[config.mk]
export PLATFORM = sky130hd
export DESIGN_NAME = i2c_master_byte_sequencer
export DESIGN_NICKNAME = d
export VERILOG_FILES = /design/src/hdl/i2cm_pkg.sv /design/src/hdl/i2c_master_byte_sequencer.sv /design/src/hdl/i2cm_seq.sv
export VERILOG_INCLUDE_DIRS = /design/src /design/src/hdl
export SDC_FILE = /design/constraint.sdc
export NUM_CORES = 1
export LEC_CHECK = 0
export ABC_CLOCK_PERIOD_IN_PS = 5120
export BUFFER_PORTS_ARGS = -buffer_cell sky130_fd_sc_hd__buf_2
export CORE_MARGIN = 1
export CORE_UTILIZATION = 50
export CTS_BUF_LIST = sky130_fd_sc_hd__clkbuf_8
export DETAILED_ROUTE_END_ITERATION = 8
export PLACE_DENSITY = 0.68
export SLEW_MARGIN = 20
export SYNTH_ARGS = -nofsm -noshare
export SYNTH_HDL_FRONTEND = slang
export SYNTH_SLANG_ARGS = --single-unit
[constraint.sdc]
create_clock -name clk -period 5.12 [get_ports clk]
set_input_delay 0.256 -clock clk [delete_from_list [all_inputs] [get_ports clk]]
set_output_delay 0.256 -clock clk [all_outputs]
set_load 0.02 [all_outputs]
[src/hdl/i2c_master_byte_sequencer_defines.svh]
// ---------------------------------------------------------------------------
// I2C master byte sequencer: assertion macros
// Concurrent check macros used by the sequencer; empty when NO_ASSERTIONS is set.
// ---------------------------------------------------------------------------
`ifndef I2C_MASTER_BYTE_SEQUENCER_DEFINES_SVH
`define I2C_MASTER_BYTE_SEQUENCER_DEFINES_SVH

`ifndef NO_ASSERTIONS
`define I2CM_ASSERT_IMP(name, clk, rst_n, ante, cons) \
	name: assert property (@(posedge clk) disable iff (!rst_n) (ante) |-> (cons)) \
		else $error("i2cm: same-cycle check failed");
`define I2CM_ASSERT_NXT(name, clk, rst_n, ante, cons) \
	name: assert property (@(posedge clk) disable iff (!rst_n) (ante) |=> (cons)) \
		else $error("i2cm: next-cycle check failed");
`else
`define I2CM_ASSERT_IMP(name, clk, rst_n, ante, cons)
`define I2CM_ASSERT_NXT(name, clk, rst_n, ante, cons)
`endif

`endif

[src/hdl/i2cm_pkg.sv]
// ---------------------------------------------------------------------------
// I2C master byte sequencer: shared package
// Types, register indexes, command codes and reset values.
// ---------------------------------------------------------------------------
package i2cm_pkg;

	localparam int CHAIN_DEPTH = 3;

	localparam logic [1:0] REG_GUARD   = 2'd0;
	localparam logic [1:0] REG_WRPHASE = 2'd1;
	localparam logic [1:0] REG_RDPHASE = 2'd2;
	localparam logic [1:0] REG_ACKTO   = 2'd3;

	localparam logic [2:0] ACT_START = 3'd0;
	localparam logic [2:0] ACT_STOP  = 3'd1;
	localparam logic [2:0] ACT_WRITE = 3'd2;
	localparam logic [2:0] ACT_READ  = 3'd3;
	localparam logic [2:0] ACT_CHECK = 3'd4;
	localparam logic [2:0] ACT_NOACK = 3'd5;
	localparam logic [2:0] ACT_MACK  = 3'd6;
	localparam logic [2:0] ACT_RSVD  = 3'd7;

	typedef enum logic [3:0] {
		PH_IDLE    = 4'd0,
		PH_ST_A    = 4'd1,
		PH_ST_B    = 4'd2,
		PH_SP_A    = 4'd3,
		PH_SP_B    = 4'd4,
		PH_WR_BIT  = 4'd5,
		PH_WR_HI   = 4'd6,
		PH_WR_LO   = 4'd7,
		PH_RD_HI   = 4'd8,
		PH_RD_LO   = 4'd9,
		PH_CK_HI   = 4'd10,
		PH_CK_POLL = 4'd11,
		PH_NK_HI   = 4'd12,
		PH_AK_LO   = 4'd13,
		PH_END     = 4'd14
	} phase_t;

	typedef struct packed {
		logic [7:0] guard;
		logic [7:0] wr_phase;
		logic [7:0] rd_phase;
		logic [7:0] ack_to;
	} cfg_t;

	typedef struct packed {
		logic       cmd_valid;
		logic [2:0] action;
		logic [7:0] write_data;
		logic       sda_in;
	} item_t;

	typedef struct packed {
		phase_t     phase;
		logic [7:0] tick;
		logic [3:0] bits;
		logic [7:0] shift;
		logic       ack;
		logic       scl;
		logic       sda;
		logic       en;
		logic [7:0] rd;
		logic [7:0] ack_left;
	} st_t;

	typedef struct packed {
		logic       scl;
		logic       sda;
		logic       en;
		logic       busy;
		logic       done;
		logic [7:0] rd;
		logic       ack_missing;
	} res_t;

	localparam cfg_t CFG_RESET = '{guard: 8'd3, wr_phase: 8'd1, rd_phase: 8'd2, ack_to: 8'd10};

	localparam st_t ST_RESET = '{
		phase: PH_IDLE, tick: 8'd0, bits: 4'd0, shift: 8'd0, ack: 1'b0,
		scl: 1'b1, sda: 1'b1, en: 1'b1, rd: 8'd0, ack_left: 8'd0
	};

endpackage

[src/hdl/i2c_master_byte_sequencer.sv]
// ---------------------------------------------------------------------------
// I2C master byte sequencer: top level
// Bit-banged I2C master stepped by one timing tick per input item.
// ---------------------------------------------------------------------------
// Each input item is one timing tick carrying the sampled SDA level and an
// optional command; each item yields exactly one result item with the line
// levels, busy, a done pulse, the last byte read and the ack-missing flag.
// The block takes one item per clock while the result is not stalled: the item is
// registered, and the sequencer state register is updated when the result slot is
// free and drives the result directly, so a result item is valid once the state
// register has taken its input item. A stalled result holds the input register,
// which then holds off the input. Zero-length waits let several line actions, up to
// a whole byte, complete within the same tick. Configuration writes are expected
// only while the sequencer is idle and no item is in flight.
module i2c_master_byte_sequencer import i2cm_pkg::*; (
	input  logic        clk,
	input  logic        arst_n,
	input  logic        s_axis_tvalid,
	output logic        s_axis_tready,
	input  logic [15:0] s_axis_tdata,  // [7:0] write_data, [8] sda_in, [15:9] zero
	input  logic [3:0]  s_axis_tuser,  // [0] cmd_valid, [3:1] action
	output logic        m_axis_tvalid,
	input  logic        m_axis_tready,
	output logic [15:0] m_axis_tdata,  // [0] scl_out, [1] sda_out, [2] sda_enable,
	                                   // [3] busy_res, [4] done_res, [12:5] read_byte,
	                                   // [13] ack_missing, [15:14] zero
	input  logic        cfg_wr_en,
	input  logic [1:0]  cfg_index,
	input  logic [7:0]  cfg_data
);

`include "i2c_master_byte_sequencer_defines.svh"

	cfg_t  cfg_q;
	item_t item_s1;
	logic  valid_s1;
	logic  m_valid_q;
	logic  step_en;
	res_t  res;

	assign step_en       = valid_s1 && (!m_valid_q || m_axis_tready);
	assign s_axis_tready = !valid_s1 || step_en;

	always_ff @(posedge clk or negedge arst_n) begin
		if (!arst_n) begin
			cfg_q <= CFG_RESET;
		end else if (cfg_wr_en) begin
			unique case (cfg_index)
				REG_GUARD:   cfg_q.guard    <= cfg_data;
				REG_WRPHASE: cfg_q.wr_phase <= cfg_data;
				REG_RDPHASE: cfg_q.rd_phase <= cfg_data;
				REG_ACKTO:   cfg_q.ack_to   <= cfg_data;
				default: begin
				end
			endcase
		end
	end

	always_ff @(posedge clk or negedge arst_n) begin
		if (!arst_n) begin
			valid_s1  <= 1'b0;
			m_valid_q <= 1'b0;
		end else begin
			if (s_axis_tready) begin
				valid_s1 <= s_axis_tvalid;
			end
			if (step_en) begin
				m_valid_q <= 1'b1;
			end else if (m_axis_tready) begin
				m_valid_q <= 1'b0;
			end
		end
	end

	always_ff @(posedge clk) begin
		if (s_axis_tready && s_axis_tvalid) begin
			item_s1 <= '{
				cmd_valid: s_axis_tuser[0], action: s_axis_tuser[3:1],
				write_data: s_axis_tdata[7:0], sda_in: s_axis_tdata[8]
			};
		end
	end

	i2cm_seq u_seq (
		.clk     (clk),
		.arst_n  (arst_n),
		.step_en (step_en),
		.item    (item_s1),
		.cfg     (cfg_q),
		.res     (res)
	);

	assign m_axis_tvalid = m_valid_q;
	assign m_axis_tdata  = {2'b00, res.ack_missing, res.rd, res.done, res.busy,
		res.en, res.sda, res.scl};

	`I2CM_ASSERT_IMP(a_done_idle, clk, arst_n, res.done, !res.busy)
	`I2CM_ASSERT_NXT(a_step_valid, clk, arst_n, step_en, m_valid_q)
	`I2CM_ASSERT_NXT(a_stall_hold, clk, arst_n, m_valid_q && !m_axis_tready, $stable(res))
	`I2CM_ASSERT_IMP(a_busy_cause, clk, arst_n, $rose(res.busy), $past(step_en))

endmodule

[src/hdl/i2cm_seq.sv]
// ---------------------------------------------------------------------------
// I2C master byte sequencer: line sequencer
// Runs one tick per step: takes a command when idle, then performs up to CHAIN_DEPTH
// line actions whose waits have run out, then counts the tick down.
// ---------------------------------------------------------------------------
module i2cm_seq import i2cm_pkg::*; (
	input  logic  clk,
	input  logic  arst_n,
	input  logic  step_en,
	input  item_t item,
	input  cfg_t  cfg,
	output res_t  res
);

	st_t  st_q;
	st_t  st_d;
	logic done_q;
	logic done_d;

	function automatic st_t seq_step(st_t s, cfg_t c, logic sda_i);
		st_t        n;
		logic [3:0] nb;
		logic [7:0] sh;
		logic [7:0] al;
		n  = s;
		nb = s.bits + 4'd1;
		sh = {s.shift[6:0], sda_i};
		al = s.ack_left - ((s.ack_left != 8'd0) ? 8'd1 : 8'd0);
		unique case (s.phase)
			PH_ST_A: begin
				n.sda = 1'b0; n.phase = PH_ST_B; n.tick = c.guard;
			end
			PH_ST_B: begin
				n.scl = 1'b0; n.phase = PH_END; n.tick = c.guard;
			end
			PH_SP_A: begin
				n.sda = 1'b1; n.phase = PH_SP_B; n.tick = c.guard;
			end
			PH_SP_B: begin
				n.scl = 1'b1; n.phase = PH_END; n.tick = 8'd0;
			end
			PH_WR_BIT: begin
				if (c.wr_phase == 8'd0) begin
					// zero-length phases: whole byte goes out within this tick
					n.sda = s.shift[0]; n.scl = 1'b0; n.shift = 8'd0;
					n.bits = 4'd8; n.phase = PH_END; n.tick = 8'd0;
				end else begin
					n.sda = s.shift[7]; n.shift = {s.shift[6:0], 1'b0};
					n.phase = PH_WR_HI; n.tick = c.wr_phase;
				end
			end
			PH_WR_HI: begin
				n.scl = 1'b1; n.phase = PH_WR_LO; n.tick = c.wr_phase;
			end
			PH_WR_LO: begin
				n.scl = 1'b0; n.bits = nb;
				n.phase = nb[3] ? PH_END : PH_WR_BIT; n.tick = c.wr_phase;
			end
			PH_RD_HI: begin
				if (c.rd_phase == 8'd0) begin
					// zero-length phases: all eight samples see the same level
					n.shift = {8{sda_i}}; n.rd = {8{sda_i}}; n.scl = 1'b0;
					n.bits = 4'd8; n.phase = PH_END; n.tick = 8'd0;
				end else begin
					n.scl = 1'b1; n.phase = PH_RD_LO; n.tick = c.rd_phase;
				end
			end
			PH_RD_LO: begin
				n.shift = sh; n.scl = 1'b0; n.bits = nb; n.tick = c.rd_phase;
				if (nb[3]) begin
					n.rd = sh; n.phase = PH_END;
				end else begin
					n.phase = PH_RD_HI;
				end
			end
			PH_CK_HI: begin
				n.scl = 1'b1; n.ack_left = c.ack_to; n.phase = PH_CK_POLL; n.tick = 8'd1;
			end
			PH_CK_POLL: begin
				n.ack_left = al;
				if (al != 8'd0 && sda_i) begin
					n.phase = PH_CK_POLL; n.tick = 8'd1;
				end else begin
					n.ack = sda_i; n.scl = 1'b0; n.phase = PH_END; n.tick = c.guard;
				end
			end
			PH_NK_HI: begin
				n.scl = 1'b1; n.phase = PH_AK_LO; n.tick = c.guard;
			end
			PH_AK_LO: begin
				n.scl = 1'b0; n.phase = PH_END; n.tick = c.guard;
			end
			default: begin
				n.phase = PH_IDLE; n.tick = 8'd0;
			end
		endcase
		return n;
	endfunction

	always_comb begin
		st_t cur;
		cur    = st_q;
		done_d = 1'b0;
		if (st_q.phase == PH_IDLE && item.cmd_valid) begin
			unique case (item.action)
				ACT_START: begin
					cur.en = 1'b1; cur.sda = 1'b1; cur.scl = 1'b1;
					cur.phase = PH_ST_A; cur.tick = cfg.guard;
				end
				ACT_STOP: begin
					cur.scl = 1'b0; cur.en = 1'b1; cur.sda = 1'b0;
					cur.phase = PH_SP_A; cur.tick = cfg.guard;
				end
				ACT_WRITE: begin
					cur.en = 1'b1; cur.shift = item.write_data; cur.bits = 4'd0;
					cur.phase = PH_WR_BIT; cur.tick = cfg.guard;
				end
				ACT_READ: begin
					cur.en = 1'b0; cur.sda = 1'b1; cur.shift = 8'd0; cur.bits = 4'd0;
					cur.phase = PH_RD_HI; cur.tick = cfg.guard;
				end
				ACT_CHECK: begin
					cur.en = 1'b0; cur.sda = 1'b1;
					cur.phase = PH_CK_HI; cur.tick = cfg.guard;
				end
				ACT_NOACK: begin
					cur.en = 1'b0; cur.sda = 1'b1;
					cur.phase = PH_NK_HI; cur.tick = cfg.guard;
				end
				ACT_MACK: begin
					cur.en = 1'b1; cur.sda = 1'b0;
					cur.phase = PH_NK_HI; cur.tick = cfg.guard;
				end
				default: begin
				end
			endcase
		end
		for (int k = 0; k < CHAIN_DEPTH; k++) begin
			if (cur.phase != PH_IDLE && cur.tick == 8'd0) begin
				if (cur.phase == PH_END) begin
					done_d = 1'b1;
				end
				cur = seq_step(cur, cfg, item.sda_in);
			end
		end
		if (cur.tick != 8'd0) begin
			cur.tick = cur.tick - 8'd1;
		end
		st_d = cur;
	end

	always_ff @(posedge clk or negedge arst_n) begin
		if (!arst_n) begin
			st_q   <= ST_RESET;
			done_q <= 1'b0;
		end else if (step_en) begin
			st_q   <= st_d;
			done_q <= done_d;
		end
	end

	assign res = '{
		scl: st_q.scl, sda: st_q.sda, en: st_q.en,
		busy: (st_q.phase != PH_IDLE), done: done_q,
		rd: st_q.rd, ack_missing: st_q.ack
	};

endmodule

==> results of run 1 <==
## cell type report
cell class / instances / area share
multi-input combinational: 633 / 0.560
sequential: 92 / 0.320
timing repair buffer: 68 / 0.0554
tap: 176 / 0.0296
clock buffer: 9 / 0.0167
clock inverter: 7 / 0.0106
inverter: 14 / 0.00707
## state kept, by name, summed over array words and instances, names as in the netlist
register       flops
u_seq.res         12
valid_s1           1
cfg_q             32
m_axis_tvalid      1
item_s1           13
u_seq.st_q        32
u_seq.done_q       1
## Yosys cell counts, types with 13 or more instances
library cell | n | area, um^2
edfxtp_1 | 13 | 390
a21oi_1 | 55 | 275
buf_4 | 18 | 135
buf_2 | 19 | 95.1
nand2_1 | 70 | 263
a31oi_1 | 13 | 81.3
mux2_2 | 36 | 405
nand3_1 | 20 | 100
inv_1 | 13 | 48.8
o22ai_1 | 23 | 144
nor3_1 | 15 | 75.1
clkbuf_1 | 18 | 67.6
nor2_1 | 90 | 338
dfrtp_1 | 70 | 1750
o21ai_0 | 42 | 210
## cell families after synthesis
kind of cell    count (synthesis)  synth area share
compound gates                265             0.269
xor+xnor                       15            0.0190
fa+ha+maj                       8            0.0145
buf+inv                        74            0.0577
flops                          92             0.344
mux                            44            0.0704
other cells                     1          0.000543
simple gates                  299             0.225
## repair_timing
item                                    in CTS  in global routing
endpoints found under the hold margin        0                 70
hold buffers                                 0                  1
resized for setup                            0                  5
endpoints found under the setup margin       0                  1
## how the worst min path moves through the flow
| stage | from | to | slack, ps | cells after the start |
|---|---|---|---|---|
| final | s_axis_tdata[1] | item_s1[2] | 30 | 1 |
| after detailed placement | s_axis_tdata[1] | item_s1[2] | 430 | 1 |
| after global placement | s_axis_tdata[5] | item_s1[6] | 430 | 1 |
| after floorplan | arst_n | cfg_q[0] | -40 | 0 |
| after global routing | s_axis_tdata[6] | item_s1[7] | 20 | 1 |
| after CTS | s_axis_tdata[1] | item_s1[2] | 20 | 1 |
## report_power, final
group          switching (W)  total (W)  leakage (nW)  internal (W)
Clock               0.000320   0.000514         0.104      0.000194
Sequential          0.000197    0.00111          1.09      0.000916
Combinational        0.00156    0.00255          1.65      0.000995
## layer usage
layer  vias to the layer above  share of wire
li1                       3036              -
met1                      3088           0.46
met2                       292           0.43
met3                        41          0.084
met4                         0          0.021
met5                         -              0
## per-stage QoR
step,hold slack [ps],worst slack (ps),utilization
floorplan,-39.6,1020,-
CTS,20.7,263,0.554
global route,19.5,51.2,0.557
finish,28.8,422,0.557
detailed placement,434,311,0.539
global placement,434,539,0.539
==> impl_results.md, run 1 <==
- Final net count: roughly 860
- Routed length per instance: about 20 um
- Synth async-reset ratio: 0.859
- Max Clock Skew: 11.1 ps
- RSZ-0062 raised after global routing: false
- Static leakage: 2.84 nW
- # Post-CTS Setup Buffers: 0
- Fillcell total: between 1,000 and 1,500
- Worst hold path class: primary input to flip-flop
- Worst R2R Setup Slack: 420 ps
- Commonest non-fill, non-tap cells in the layout: 90 x nor2_1, 69 x nand2_1, 68 x dfrtp_1, 55 x a21oi_1
- VDD IR max: 445 uV
- Met3 Use GR: 0.0523
- 1st-iter DRT viols: between 800 and 900
- Vias per cell: 6.46
- Initial Utilization: 0.518
- Fin. max-slew vios: 0
- Clock Latency Late Sink: 390 ps
- Pre-antenna DRT Iters: 6
- CTS max path bufs: 2
- Post-DRT Antenna Nets: 0
- Diodes inserted: 0
- Worst Max-Slew Pin Slew: 969 ps
- Mean Syn Cell Area: 8.66 um^2
- Crit path max-delay cell type: dfrtp_1
- Storage cell area: 0.00238 mm^2
- Slowest cell delay on critical path: 520 ps
- Met2 Resource Use GR: 0.432
- IO Count: 53
- Critical Path Source: u_seq.st_q[5]
- CTS Buf Count: 9
- Reg-to-reg endpoint: u_seq.done_q
- Crit end category: flip-flop
- Max frequency: 213 MHz
- Largest net degree at the start of global routing: 80
- Pwr/cell area: 562 mW/mm^2
- Dpl cells: 982
- Startpoint Class: flip-flop
- Synth Instances: 798
- GRT Total Usage: 0.291
- DIE HEIGHT: 120 um
- Port bufs: 43
- GR Layer Usage met1: 0.431
- DP Area: 0.00719 mm^2
- Vias in the first global route: 5,978
- Busiest grt layer: met2
- Final Cell Area: 0.00743 mm^2
- Core area: 0.0133 mm^2
- Die Area: 0.0143 mm^2
- Most common flop cell mapped by yosys: dfrtp_1
- Vias post-DR: 6,457
- Syn-to-layout area delta: 7.53%
- Sequential share of the synthesized area: 0.344
- H-tree depth: 3
- Final period utilization: 0.918
- First-pass GRT wire length: 32,500 um
- Setup TNS: 0 ps
- Chip Width: roughly 120 um
- WP buf/inv: 1
- DRC violations left: 0
- Power Total: 0.00418 W
- Routability cong.: 0.947
- Critical path arrival: 4930 ps
- Setup violators final: 0
- Most common cell after layout, fill and taps aside: nor2_1
- Hpwl dp: 14,800 um
- Non-Filler Instances: 999
- Count of cell types in the netlist: 98
- Worst Path Required: 5350 ps
- Fin crit period: 4700 ps
- Worst reg2reg path depth: 22
- Sinks on Clock Net: 92
- Reg2reg start: u_seq.st_q[5]
- GR Overflow Total: 0
- Outcome: finished clean
- Number of synthesis warnings: 0
- FP Rows: 42
- CP max FO: 8
- Fin. Hold Viols: 0
- Cell Area, Synth: 0.00691 mm^2
- TritonCTS clock tree: built
- Max Cap Violations: 0
- Clk Tree Root Cell: clkbuf_8
- Synth Register Bits: 92
- Cell mode on critical path: ha_1
- Clock-pin slew on the worst setup and hold paths: ~110 ps
- Antenna violations before repair: 0
- Crit-path leading delay family: simple AND/OR/NAND/NOR gates
- CP Depth: 22
- Share of layout cells above drive strength 1: 0.202
- Area occupied by multi-input gates: 0.00416 mm^2
- Crit path to: u_seq.done_q
- WS Path Type: flip-flop to flip-flop
- WL final: approximately 20,000 um
- Worst relative slew slack: 0.354
- Crit-path cells: nor4_1 -> nand3_1 -> ha_1 -> ha_1 -> or3b_4 -> o31a_1 -> nor3_1 -> nor4_2 -> nor2_1 -> nand3_1 -> nor2_1 -> nand2_1 -> ha_1 -> ha_1 -> nor3_1 -> a32o_1 -> a211oi_1 -> o41ai_2 -> buf_4 -> a311oi_1 -> o2111ai_1 -> a31oi_1
- Post-synth EDFFs: 13
Note: power is estimated with default switching activity, not from simulation.
==> inputs of run 2 (changes only) <==
PLACE_DENSITY = 0.65   (was 0.68)
==> run 2 against run 1 <==
Setup slack got worse by 30 ps. Sequential share of layout area hardly changed. Highest routed layer unchanged. Non-clock buffer count up 3. Sequential power hardly changed.
==> impl_results.md, run 2 (synthesis results as in run 1) <==
- Outcome: finished clean (unchanged)
- WS Path Type: flip-flop to flip-flop (unchanged)
- Crit path max-delay cell type: dfrtp_2 (was dfrtp_1)
- Routability cong.: 0.906 (was 0.947)
- FP Rows: 42 (unchanged)
- Fin. max-slew vios: 0 (unchanged)
- Most common cell after layout, fill and taps aside: nor2_1 (unchanged)
- Slowest cell delay on critical path: 420 ps (was 520 ps)
- Crit end category: flip-flop (unchanged)
- Setup TNS: 0 ps (unchanged)
- Antenna violations before repair: 0 (unchanged)
- Routed length per instance: 20.3 um (was 20.0 um)
- Final period utilization: 0.923 (was 0.918)
- GR Overflow Total: 0 (unchanged)
- Hpwl dp: 15,100 um (was 14,800 um)
- Die Area: 0.0143 mm^2 (unchanged)
- H-tree depth: 3 (unchanged)
- Worst Max-Slew Pin Slew: 1010 ps (was 969 ps)
- IO Count: 53 (unchanged)
- Fillcell total: 1,254 (was 1,232)
- DRC violations left: 0 (unchanged)
- VDD IR max: 344 uV (was 445 uV)
- Clk Tree Root Cell: clkbuf_8 (unchanged)
- Chip Width: 120 um (unchanged)
- Static leakage: 2.85 nW (was 2.84 nW)
- Clock-pin slew on the worst setup and hold paths: 100 ps (was 110 ps)
- Fin crit period: 4730 ps (was 4700 ps)
- Fin. Hold Viols: 0 (unchanged)
- TritonCTS clock tree: built (unchanged)
- Cell mode on critical path: ha_1 (unchanged)
- Dpl cells: 985 (was 982)
- 1st-iter DRT viols: 749 (was 843)
- Met2 Resource Use GR: 0.436 (was 0.432)
- Syn-to-layout area delta: 7.55% (was 7.53%)
- Diodes inserted: 0 (unchanged)
- GRT Total Usage: 0.297 (was 0.291)
- Commonest non-fill, non-tap cells in the layout: 90 x nor2_1, 69 x nand2_1, 66 x dfrtp_1, 54 x a21oi_1 (was 90 x nor2_1, 69 x nand2_1, 68 x dfrtp_1, 55 x a21oi_1)
- Initial Utilization: 0.518 (unchanged)
- Core area: 0.0133 mm^2 (unchanged)
- Port bufs: 43 (unchanged)
- CTS Buf Count: 9 (unchanged)
- Vias per cell: 6.53 (was 6.46)
- Max Clock Skew: 9.77 ps (was 11.1 ps)
- DIE HEIGHT: 120 um (unchanged)
- Final net count: 864 (was 861)
- # Post-CTS Setup Buffers: 0 (unchanged)
- Busiest grt layer: met1 (was met2)
- Post-DRT Antenna Nets: 0 (unchanged)
- First-pass GRT wire length: 33,100 um (was 32,500 um)
- Vias in the first global route: 6,209 (was 5,978)
- Finished Core Util: 0.557 (about the same)
- Largest net degree at the start of global routing: 80 (unchanged)
- Hold WS: 40.8 ps (was 28.8 ps)
- Pre-antenna DRT Iters: 6 (unchanged)
- Met3 Use GR: 0.0513 (was 0.0523)
- Clock Latency Late Sink: 390 ps (about the same)
- Critical path arrival: 4940 ps (was 4930 ps)
- Max Cap Violations: 0 (unchanged)
- Setup violators final: 0 (unchanged)
- Max frequency: 211 MHz (was 213 MHz)
- CTS max path bufs: 2 (unchanged)
- CP max FO: 6 (was 8)
- Share of layout cells above drive strength 1: 0.203 (was 0.202)
- Crit-path cells: inv_1 -> nand3_1 -> ha_1 -> ha_1 -> or3b_4 -> o31a_1 -> nor3_1 -> nor4_1 -> buf_4 -> nor2_1 -> nand3_1 -> nor2_1 -> nand2_1 -> ha_1 -> ha_1 -> nor3_1 -> a32o_1 -> a211oi_1 -> o41ai_1 -> buf_4 -> a311oi_1 -> o2111ai_1 -> a31oi_1 (was nor4_1 -> nand3_1 -> ha_1 -> ha_1 -> or3b_4 -> o31a_1 -> nor3_1 -> nor4_2 -> nor2_1 -> nand3_1 -> nor2_1 -> nand2_1 -> ha_1 -> ha_1 -> nor3_1 -> a32o_1 -> a211oi_1 -> o41ai_2 -> buf_4 -> a311oi_1 -> o2111ai_1 -> a31oi_1)
- Worst relative slew slack: 0.325 (was 0.354)
- Startpoint Class: flip-flop (unchanged)
- Sinks on Clock Net: 92 (unchanged)
- RSZ-0062 raised after global routing: false (unchanged)
- Non-Filler Instances: 1,002 (was 999)
- WL final: 20,400 um (was 20,000 um)
- Worst Path Required: 5340 ps (was 5350 ps)
- Top Registers: cfg_q x32, u_seq.st_q x32, item_s1 x13 (unchanged)
- Worst hold path class: primary input to flip-flop (unchanged)
- Vias post-DR: 6,546 (was 6,457)
- GR Layer Usage met1: 0.444 (was 0.431)
- Pwr/cell area: 558 mW/mm^2 (was 562 mW/mm^2)
- DP Area: 0.00721 mm^2 (was 0.00719 mm^2)
- Final Cell Area: 0.00743 mm^2 (about the same)
run 2: cell types whose count changed in the layout (fill, tap and decap cells not counted), sizes merged:
| cell | change |
|---|---|
| buf | +3 |
| clkinv | -2 |
| bufinv | +1 |
| clkinvlp | +1 |
run 2: final cells by class:
type | count | area [um^2] | area share
Multi-Input combinational cell | 633 | 4150 | 0.558
Clock buffer | 9 | 124 | 0.0167
Inverter | 14 | 52.6 | 0.00707
Sequential cell | 92 | 2380 | 0.321
Clock inverter | 7 | 67.6 | 0.00909
Timing Repair Buffer | 71 | 434 | 0.0584
Tap cell | 176 | 220 | 0.0296
run 2: power by group:
part           total (W)  leakage, nW  internal (W)  switching [W]
Clock           0.000502        0.103      0.000225       0.000277
Sequential       0.00109         1.09      0.000917       0.000177
Combinational    0.00255         1.66      0.000993        0.00156
run 2: critical path, delay by kind of cell (launching register included):
kind / cells / cell delay, ps
AO/OA/AOI/OAI: 7 / 1290
adder cells (fa/ha/maj): 4 / 900
buffers and inverters: 3 / 450
flip-flops: 1 / 420
AND/OR/NAND/NOR: 9 / 1480
run 2: routing by layer:
layer  part of all wire  up-vias
li1                   -     3041
met1               0.46     3213
met2               0.44      269
met3              0.078       23
met4              0.016        0
met5                  0        -
run 2: final timing paths:
path,startpoint,to,depth (start not counted),slack [ps]
min in group asynchronous,arst_n,u_seq.st_q[33],2,480
worst max register to register,u_seq.st_q[1],u_seq.done_q,23,390
max in group asynchronous,arst_n,u_seq.st_q[3],2,4100
worst min register to register,u_seq.st_q[21],u_seq.st_q[21],2,490
worst min-delay path,s_axis_tdata[5],item_s1[6],1,40
worst max-delay path,u_seq.st_q[1],u_seq.done_q,23,390
run 2: stage by stage:
stage | power (W) | setup WS, ps
after global placement | 0.00354 | 445
after CTS | 0.00410 | 381
final | 0.00415 | 392
after detailed placement | 0.00359 | 417
after floorplan | 0.00300 | 1020
after global routing | 0.00447 | 6.54
run 2: what timing repair did:
| item | 4_1_cts | 5_1_grt |
|---|---|---|
| hold endpoints to repair | 0 | 70 |
| gates resized for setup | 0 | 7 |
| hold buffers | 0 | 1 |
| setup endpoints to repair | 0 | 3 |
